--- src/lbps_pkg.sv ---
package lbps_pkg;

    typedef enum logic [1:0] {
        REQ_TICK      = 2'd0,
        REQ_START     = 2'd1,
        REQ_FORCE_ON  = 2'd2,
        REQ_FORCE_OFF = 2'd3
    } t_req;

    localparam logic [1:0]  PAT_POWER_UP  = 2'd0;
    localparam logic [1:0]  PAT_NOTIFY    = 2'd1;
    localparam logic [1:0]  PAT_NOTIFY_V2 = 2'd2;
    localparam logic [1:0]  PAT_INVALID   = 2'd3;

    localparam logic [1:0]  STEP_FIRST    = 2'd0;
    localparam logic [1:0]  STEP_SECOND   = 2'd1;

    localparam logic [15:0] REPEAT_FOREVER = 16'hFFFF;

    localparam int MS_W = 10;

    typedef struct packed {
        t_req        req_type;
        logic [1:0]  pattern_id;
        logic [15:0] repeat_count;
    } t_in_word;

    typedef struct packed {
        logic pin_level;
        logic busy_res;
        logic bad_pattern;
        logic finished;
    } t_out_word;

    // Duration of one step in ms. The third step of every pattern is the
    // terminator, and a step position past the table reads as one too.
    function automatic logic [MS_W-1:0] step_ms(input logic [1:0] pat, input logic [1:0] step);
        logic [MS_W-1:0] ms;
        ms = '0;
        case (pat)
            PAT_POWER_UP: begin
                if (step == STEP_FIRST) ms = 10'd100;
                else if (step == STEP_SECOND) ms = 10'd500;
            end
            PAT_NOTIFY: begin
                if (step == STEP_FIRST) ms = 10'd1;
                else if (step == STEP_SECOND) ms = 10'd1;
            end
            PAT_NOTIFY_V2: begin
                if (step == STEP_FIRST) ms = 10'd80;
                else if (step == STEP_SECOND) ms = 10'd1000;
            end
            default: ms = '0;
        endcase
        return ms;
    endfunction

    // All patterns start high and then stay low.
    function automatic logic step_level(input logic [1:0] step);
        return (step == STEP_FIRST);
    endfunction

endpackage

--- src/led_blink_pattern_sequencer_top.sv ---
// Channel   Direction  Handshake                   Word
// request   in         i_in_valid / o_in_ready     i_in_word  (t_in_word)
// result    out        o_out_valid / i_out_ready   o_out_word (t_out_word)
// config    in         i_cfg_we                    i_cfg_wdata (idle level)
//
// Each word is held in the input register and is then processed into the
// result register, from which its result is offered.
// A new word is accepted every cycle as long as the result side drains.
// Synchronous active-low reset clears all playback state and the idle level.
// A stalled result holds both registers; nothing is dropped.
module led_blink_pattern_sequencer_top (
    input  logic                i_clk,
    input  logic                i_rst_n,
    input  logic                i_in_valid,
    output logic                o_in_ready,
    input  lbps_pkg::t_in_word  i_in_word,
    output logic                o_out_valid,
    input  logic                i_out_ready,
    output lbps_pkg::t_out_word o_out_word,
    input  logic                i_cfg_we,
    input  logic                i_cfg_wdata
);
    import lbps_pkg::*;

    logic     stage_valid;
    logic     core_ready;
    t_in_word stage_word;

    lbps_in_stage u_in_stage (
        .i_clk      (i_clk),
        .i_rst_n    (i_rst_n),
        .i_in_valid (i_in_valid),
        .o_in_ready (o_in_ready),
        .i_in_word  (i_in_word),
        .o_valid    (stage_valid),
        .i_take     (core_ready),
        .o_word     (stage_word)
    );

    lbps_core u_core (
        .i_clk       (i_clk),
        .i_rst_n     (i_rst_n),
        .i_cfg_we    (i_cfg_we),
        .i_cfg_wdata (i_cfg_wdata),
        .i_valid     (stage_valid),
        .o_ready     (core_ready),
        .i_word      (stage_word),
        .o_out_valid (o_out_valid),
        .i_out_ready (i_out_ready),
        .o_out_word  (o_out_word)
    );

endmodule

--- src/lbps_in_stage.sv ---
module lbps_in_stage (
    input  logic               i_clk,
    input  logic               i_rst_n,
    input  logic               i_in_valid,
    output logic               o_in_ready,
    input  lbps_pkg::t_in_word i_in_word,
    output logic               o_valid,
    input  logic               i_take,
    output lbps_pkg::t_in_word o_word
);
    import lbps_pkg::*;

    logic     r_valid;
    t_in_word r_word;

    assign o_in_ready = !r_valid || i_take;
    assign o_valid    = r_valid;
    assign o_word     = r_word;

    always_ff @(posedge i_clk) begin
        if (!i_rst_n) begin
            r_valid <= 1'b0;
        end else if (o_in_ready) begin
            r_valid <= i_in_valid;
        end
    end

    always_ff @(posedge i_clk) begin
        if (o_in_ready && i_in_valid) begin
            r_word <= i_in_word;
        end
    end

endmodule

--- src/lbps_core.sv ---
module lbps_core (
    input  logic                i_clk,
    input  logic                i_rst_n,
    input  logic                i_cfg_we,
    input  logic                i_cfg_wdata,
    input  logic                i_valid,
    output logic                o_ready,
    input  lbps_pkg::t_in_word  i_word,
    output logic                o_out_valid,
    input  logic                i_out_ready,
    output lbps_pkg::t_out_word o_out_word
);
    import lbps_pkg::*;

    logic            r_idle;
    logic            r_running, n_running;
    logic [1:0]      r_sel, n_sel;
    logic [1:0]      r_step, n_step;
    logic [MS_W-1:0] r_ms_left, n_ms_left;
    logic [15:0]     r_passes, n_passes;
    logic [15:0]     r_target, n_target;
    logic            r_pin, n_pin;
    logic            n_bad, n_fin;
    logic [15:0]     pass_inc;
    logic            fire;

    logic      r_out_valid;
    t_out_word r_out_word;

    assign o_ready     = !r_out_valid || i_out_ready;
    assign fire        = i_valid && o_ready;
    assign o_out_valid = r_out_valid;
    assign o_out_word  = r_out_word;
    assign pass_inc    = r_passes + 16'd1;

    always_comb begin
        n_running = r_running;
        n_sel     = r_sel;
        n_step    = r_step;
        n_ms_left = r_ms_left;
        n_passes  = r_passes;
        n_target  = r_target;
        n_pin     = r_pin;
        n_bad     = 1'b0;
        n_fin     = 1'b0;
        case (i_word.req_type)
            REQ_START: begin
                if (i_word.pattern_id == PAT_INVALID) begin
                    n_bad     = 1'b1;
                    n_running = 1'b0;
                end else begin
                    n_sel     = i_word.pattern_id;
                    n_target  = i_word.repeat_count;
                    n_passes  = '0;
                    n_running = 1'b1;
                    n_pin     = step_level(STEP_FIRST) ^ r_idle;
                    n_ms_left = step_ms(i_word.pattern_id, STEP_FIRST);
                    n_step    = STEP_SECOND;
                end
            end
            REQ_FORCE_ON: begin
                n_pin     = ~r_idle;
                n_running = 1'b0;
            end
            REQ_FORCE_OFF: begin
                n_pin     = r_idle;
                n_running = 1'b0;
            end
            default: begin
                if (r_running) begin
                    if (r_ms_left > 10'd1) begin
                        n_ms_left = r_ms_left - 10'd1;
                    end else if (step_ms(r_sel, r_step) == '0) begin
                        // Terminator reached: one pass is over.
                        n_passes = pass_inc;
                        if (r_target != REPEAT_FOREVER && pass_inc >= r_target) begin
                            n_ms_left = '0;
                            n_pin     = r_idle;
                            n_running = 1'b0;
                            n_step    = STEP_FIRST;
                            n_fin     = 1'b1;
                        end else begin
                            n_pin     = step_level(STEP_FIRST) ^ r_idle;
                            n_ms_left = step_ms(r_sel, STEP_FIRST);
                            n_step    = STEP_SECOND;
                        end
                    end else begin
                        n_pin     = step_level(r_step) ^ r_idle;
                        n_ms_left = step_ms(r_sel, r_step);
                        n_step    = r_step + 2'd1;
                    end
                end
            end
        endcase
    end

    always_ff @(posedge i_clk) begin
        if (!i_rst_n) begin
            r_idle      <= 1'b0;
            r_running   <= 1'b0;
            r_sel       <= '0;
            r_step      <= '0;
            r_ms_left   <= '0;
            r_passes    <= '0;
            r_target    <= '0;
            r_pin       <= 1'b0;
            r_out_valid <= 1'b0;
        end else begin
            if (i_cfg_we) begin
                r_idle <= i_cfg_wdata;
            end
            if (fire) begin
                r_running <= n_running;
                r_sel     <= n_sel;
                r_step    <= n_step;
                r_ms_left <= n_ms_left;
                r_passes  <= n_passes;
                r_target  <= n_target;
                r_pin     <= n_pin;
            end
            if (o_ready) begin
                r_out_valid <= i_valid;
            end
        end
    end

    always_ff @(posedge i_clk) begin
        if (fire) begin
            r_out_word.pin_level   <= n_pin;
            r_out_word.busy_res    <= n_running;
            r_out_word.bad_pattern <= n_bad;
            r_out_word.finished    <= n_fin;
        end
    end

endmodule
--- config.mk ---
export PLATFORM = sky130hd
export DESIGN_NAME = led_blink_pattern_sequencer_top
export DESIGN_NICKNAME = d
export VERILOG_FILES = /design/src/lbps_pkg.sv /design/src/led_blink_pattern_sequencer_top.sv /design/src/lbps_in_stage.sv /design/src/lbps_core.sv
export SDC_FILE = /design/constraint.sdc
export NUM_CORES = 1
export LEC_CHECK = 0
export BUFFER_PORTS_ARGS = -buffer_cell sky130_fd_sc_hd__buf_2
export CORE_MARGIN = 4
export CORE_UTILIZATION = 62
export CTS_BUF_LIST = sky130_fd_sc_hd__clkbuf_8
export DETAILED_ROUTE_END_ITERATION = 6
export PLACE_DENSITY_LB_ADDON = 0.15
export SETUP_SLACK_MARGIN = 0.02
export SLEW_MARGIN = 20
export SYNTH_ARGS = -nofsm -noshare
export SYNTH_HDL_FRONTEND = slang
export SYNTH_SLANG_ARGS = --single-unit
export TNS_END_PERCENT = 10
--- constraint.sdc ---
create_clock -name i_clk -period 4.5 [get_ports i_clk]
set_clock_uncertainty 0.2 [all_clocks]
set_input_delay 0.225 -clock i_clk [delete_from_list [all_inputs] [get_ports i_clk]]
set_output_delay 0.225 -clock i_clk [all_outputs]
set_load 0.02 [all_outputs]
==> results by group <==
Synth
  – Post-synthesis cell area: 3920 µm²
  – Net Count, Synth: 498
  – Syn_area_per_cell: 8.68 µm²
  – Predominant post-synthesis flop cell: dfxtp_1
  – Post-synthesis sequential area ratio: 0.445
  – Yosys cell types: 51
  – Yosys reg bits: 75
  – Synthesized netlist cell count: 451
  – Top-area cell type share of the netlist area: 0.261
  – Leading area contributor after synthesis: dfxtp_1
  – Post-synth EDFFs: 24
  – Synth Warn #: 0
  – Area contributors post-synth: dfxtp_1, edfxtp_1, a21oi_1
  – FFs w/ async S/R, synth: 0

Setup path
  – Worst Setup End Kind: flip-flop
  – Critical-path maximum fanout: 6
  – CP Data Arrival Time: 3.78 ns
  – Crit Path Class: reg -> reg
  – CP required: between 4 and 5 ns
  – CP startpoint kind: flip-flop
  – R2R depth: 12

Power
  – Max IR drop VDD: ~0.37 mV
  – Total power: 1.52 mW
  – Power per standard cell area: approximately 330 nW/µm²
  – Lkg Pwr: 1.80 nW

Global routing
  – Vias in the first global route: 3528
  – Grt ovf: 0
  – Initial antenna violation count: 0
  – Largest net degree at the start of global routing: 40
  – Total GRT Usage: 0.278
  – First-pass GRT wire length: 16600 µm

Finish
  – Synth-to-layout area growth: 16.9%
  – Commonest non-fill, non-tap cell in the layout: nand2_1
  – Ant. Diodes: 0
  – Final instance area: around 4600 µm²
  – Fin util: 0.760
  – Post-route insts no fill: 582
  – # nets final: approximately 550
  – Layout cells sized above 1: 0.116
  – Most frequent cells in the layout: nand2_1, a21oi_1, dfxtp_1

Clocking
  – Worst-Skew Late Latency: between 0.3 and 0.4 ns
  – CTS clock-pin slew for the worst setup and hold paths: 0.09 ns
  – Num CTS Buffers: 9
  – Clock Sinks: 75
  – Root buf cell: clkbuf_8
  – TritonCTS clock tree: done
  – CTS H-Tree Depth: 3
  – Clock Path Buffers: 2
  – Number of gates resized after CTS: 0

Placed design
  – HPWL Detailed: approximately 5800 µm
  – Inst Count DP: 542
  – Placed Area: 4110 µm²
  – GPL Wtd Cong: a little under 0.9
  – Port bufs: 31
  – Pre-CTS setup slack: between 0.8 and 0.9 ns

STA
  – Share of the clock period used by the worst path: 0.827
  – Setup TNS: 0 ns
  – Max Freq: 0.269 GHz
  – Worst hold slack: 0.0191 ns
  – Final min period: 3.72 ns
  – Least-Margin Pin Slew: 1.08 ns
  – RSZ-0062 raised after global routing: false
  – Hold Fails Final Rpt: 0
  – Final WS setup: 0.776 ns
  – Slew headroom: 0.275
  – Final setup viols: 0
  – Pins Over Slew Limit: 0

Floorplanning
  – # rows: 28
  – Die outline width: 87.5 µm
  – Core Region: around 6000 µm²
  – Die Y: 87.5 µm
  – Ports: 32
  – Die area: 7650 µm²
  – Initial Utilization: 0.650

Detailed routing
  – Post-Route WL: 9750 µm
  – First drt pass iteration count: 4
  – DRT iter0 DRCs: 303
  – Remaining DRCs: 0
  – Post-route antenna net violation count: 0
  – Via Count: 3571
  – Drt wl/cell: 16.7 µm
  – Drt via density: between 6 and 7

Min path
  – HP Class: in -> reg
  – Cells on Worst Hold Path: 2

Run
  – Max cap viols: 0

Outcome
  – Status: finished, final reports clean
-- flip-flops by register name (all words and copies together), names as in the netlist, 2 cells and up --
name and count:
u_in_stage.o_word 20, u_core.r_passes 16, u_core.r_target 16, u_core.r_ms_left 10, u_core.o_out_word 4, u_core.r_sel 2
u_core.r_step 2
-- synthesized netlist by cell type, drive strengths merged, types with 9 or more instances --
cell	number
clkbuf	13
nand4	10
nand3	9
edfxtp	24
inv	23
xor2	13
ha	21
a21oi	54
o21ai	26
dfxtp	51
nor2	44
nand2	62
-- cells by family (layout without fill, tap and decap cells) --
group                      Yosys count  count (layout)  synth area share
and+or+nand+nor                    175             175             0.216
AOI/OAI and AO/OA                  115             115             0.177
DFF                                 75              75             0.445
buffers and inverters               42              98            0.0419
adders and majority gates           21              21            0.0671
xor gates and xnor gates            20              20            0.0447
muxes                                3               3           0.00799
-- where the power goes --
part,switching (mW),total [mW],internal (mW)
clock,0.283,0.599,0.316
combinational,0.103,0.175,0.0715
sequential,0.0220,0.744,0.722
total,0.408,1.52,1.11
-- layout make-up --
| class | count | area [µm²] |
|---|---|---|
| flip-flops and latches | 75 | 1740 |
| well taps | 75 | 93.8 |
| repair buffers | 58 | 418 |
| multi-input cells | 334 | 2010 |
| clock buffers | 9 | 124 |
| inverters | 24 | 90.1 |
| clock inverters | 7 | 98.8 |
| fillers | 402 | 1450 |
-- worst max-delay path, stage by stage, from the launching register on --
cell	delay, ns
dfxtp_1	0.41
ha_1	0.25
and3_1	0.27
and4_1	0.34
nand3_1	0.13
xnor2_1	0.16
ha_1	0.30
nand4_1	0.14
nor3_1	0.35
a31oi_1	0.14
a21oi_1	0.47
a2111oi_0	0.20
o221a_2	0.27
-- final timing paths --
| check | startpoint | slack (ns) | to |
|---|---|---|---|
| setup / recovery | u_core.r_passes[0] | 0.78 | u_core.r_ms_left[6] |
| hold / removal | i_rst_n | 0.02 | u_core.r_step[0] |
| setup reg to reg | u_core.r_passes[0] | 0.78 | u_core.r_ms_left[6] |
| hold reg to reg | u_core.r_step[1] | 0.26 | u_core.r_step[1] |
-- timing repair --
| action | in CTS | in global routing |
|---|---|---|
| setup buffers | 0 | 0 |
| hold buffers | 24 | 0 |
| endpoints found under the hold margin | 23 | 0 |
-- metal layers --
layer | GRT usage | vias up | share of wire
li1 | - | 1713 | -
met1 | 0.366 | 1675 | 0.44
met2 | 0.443 | 155 | 0.46
met3 | 0.0710 | 28 | 0.066
met4 | 0.0962 | 0 | 0.025
met5 | 0 | - | 0
(Power assumes the default switching activity.)
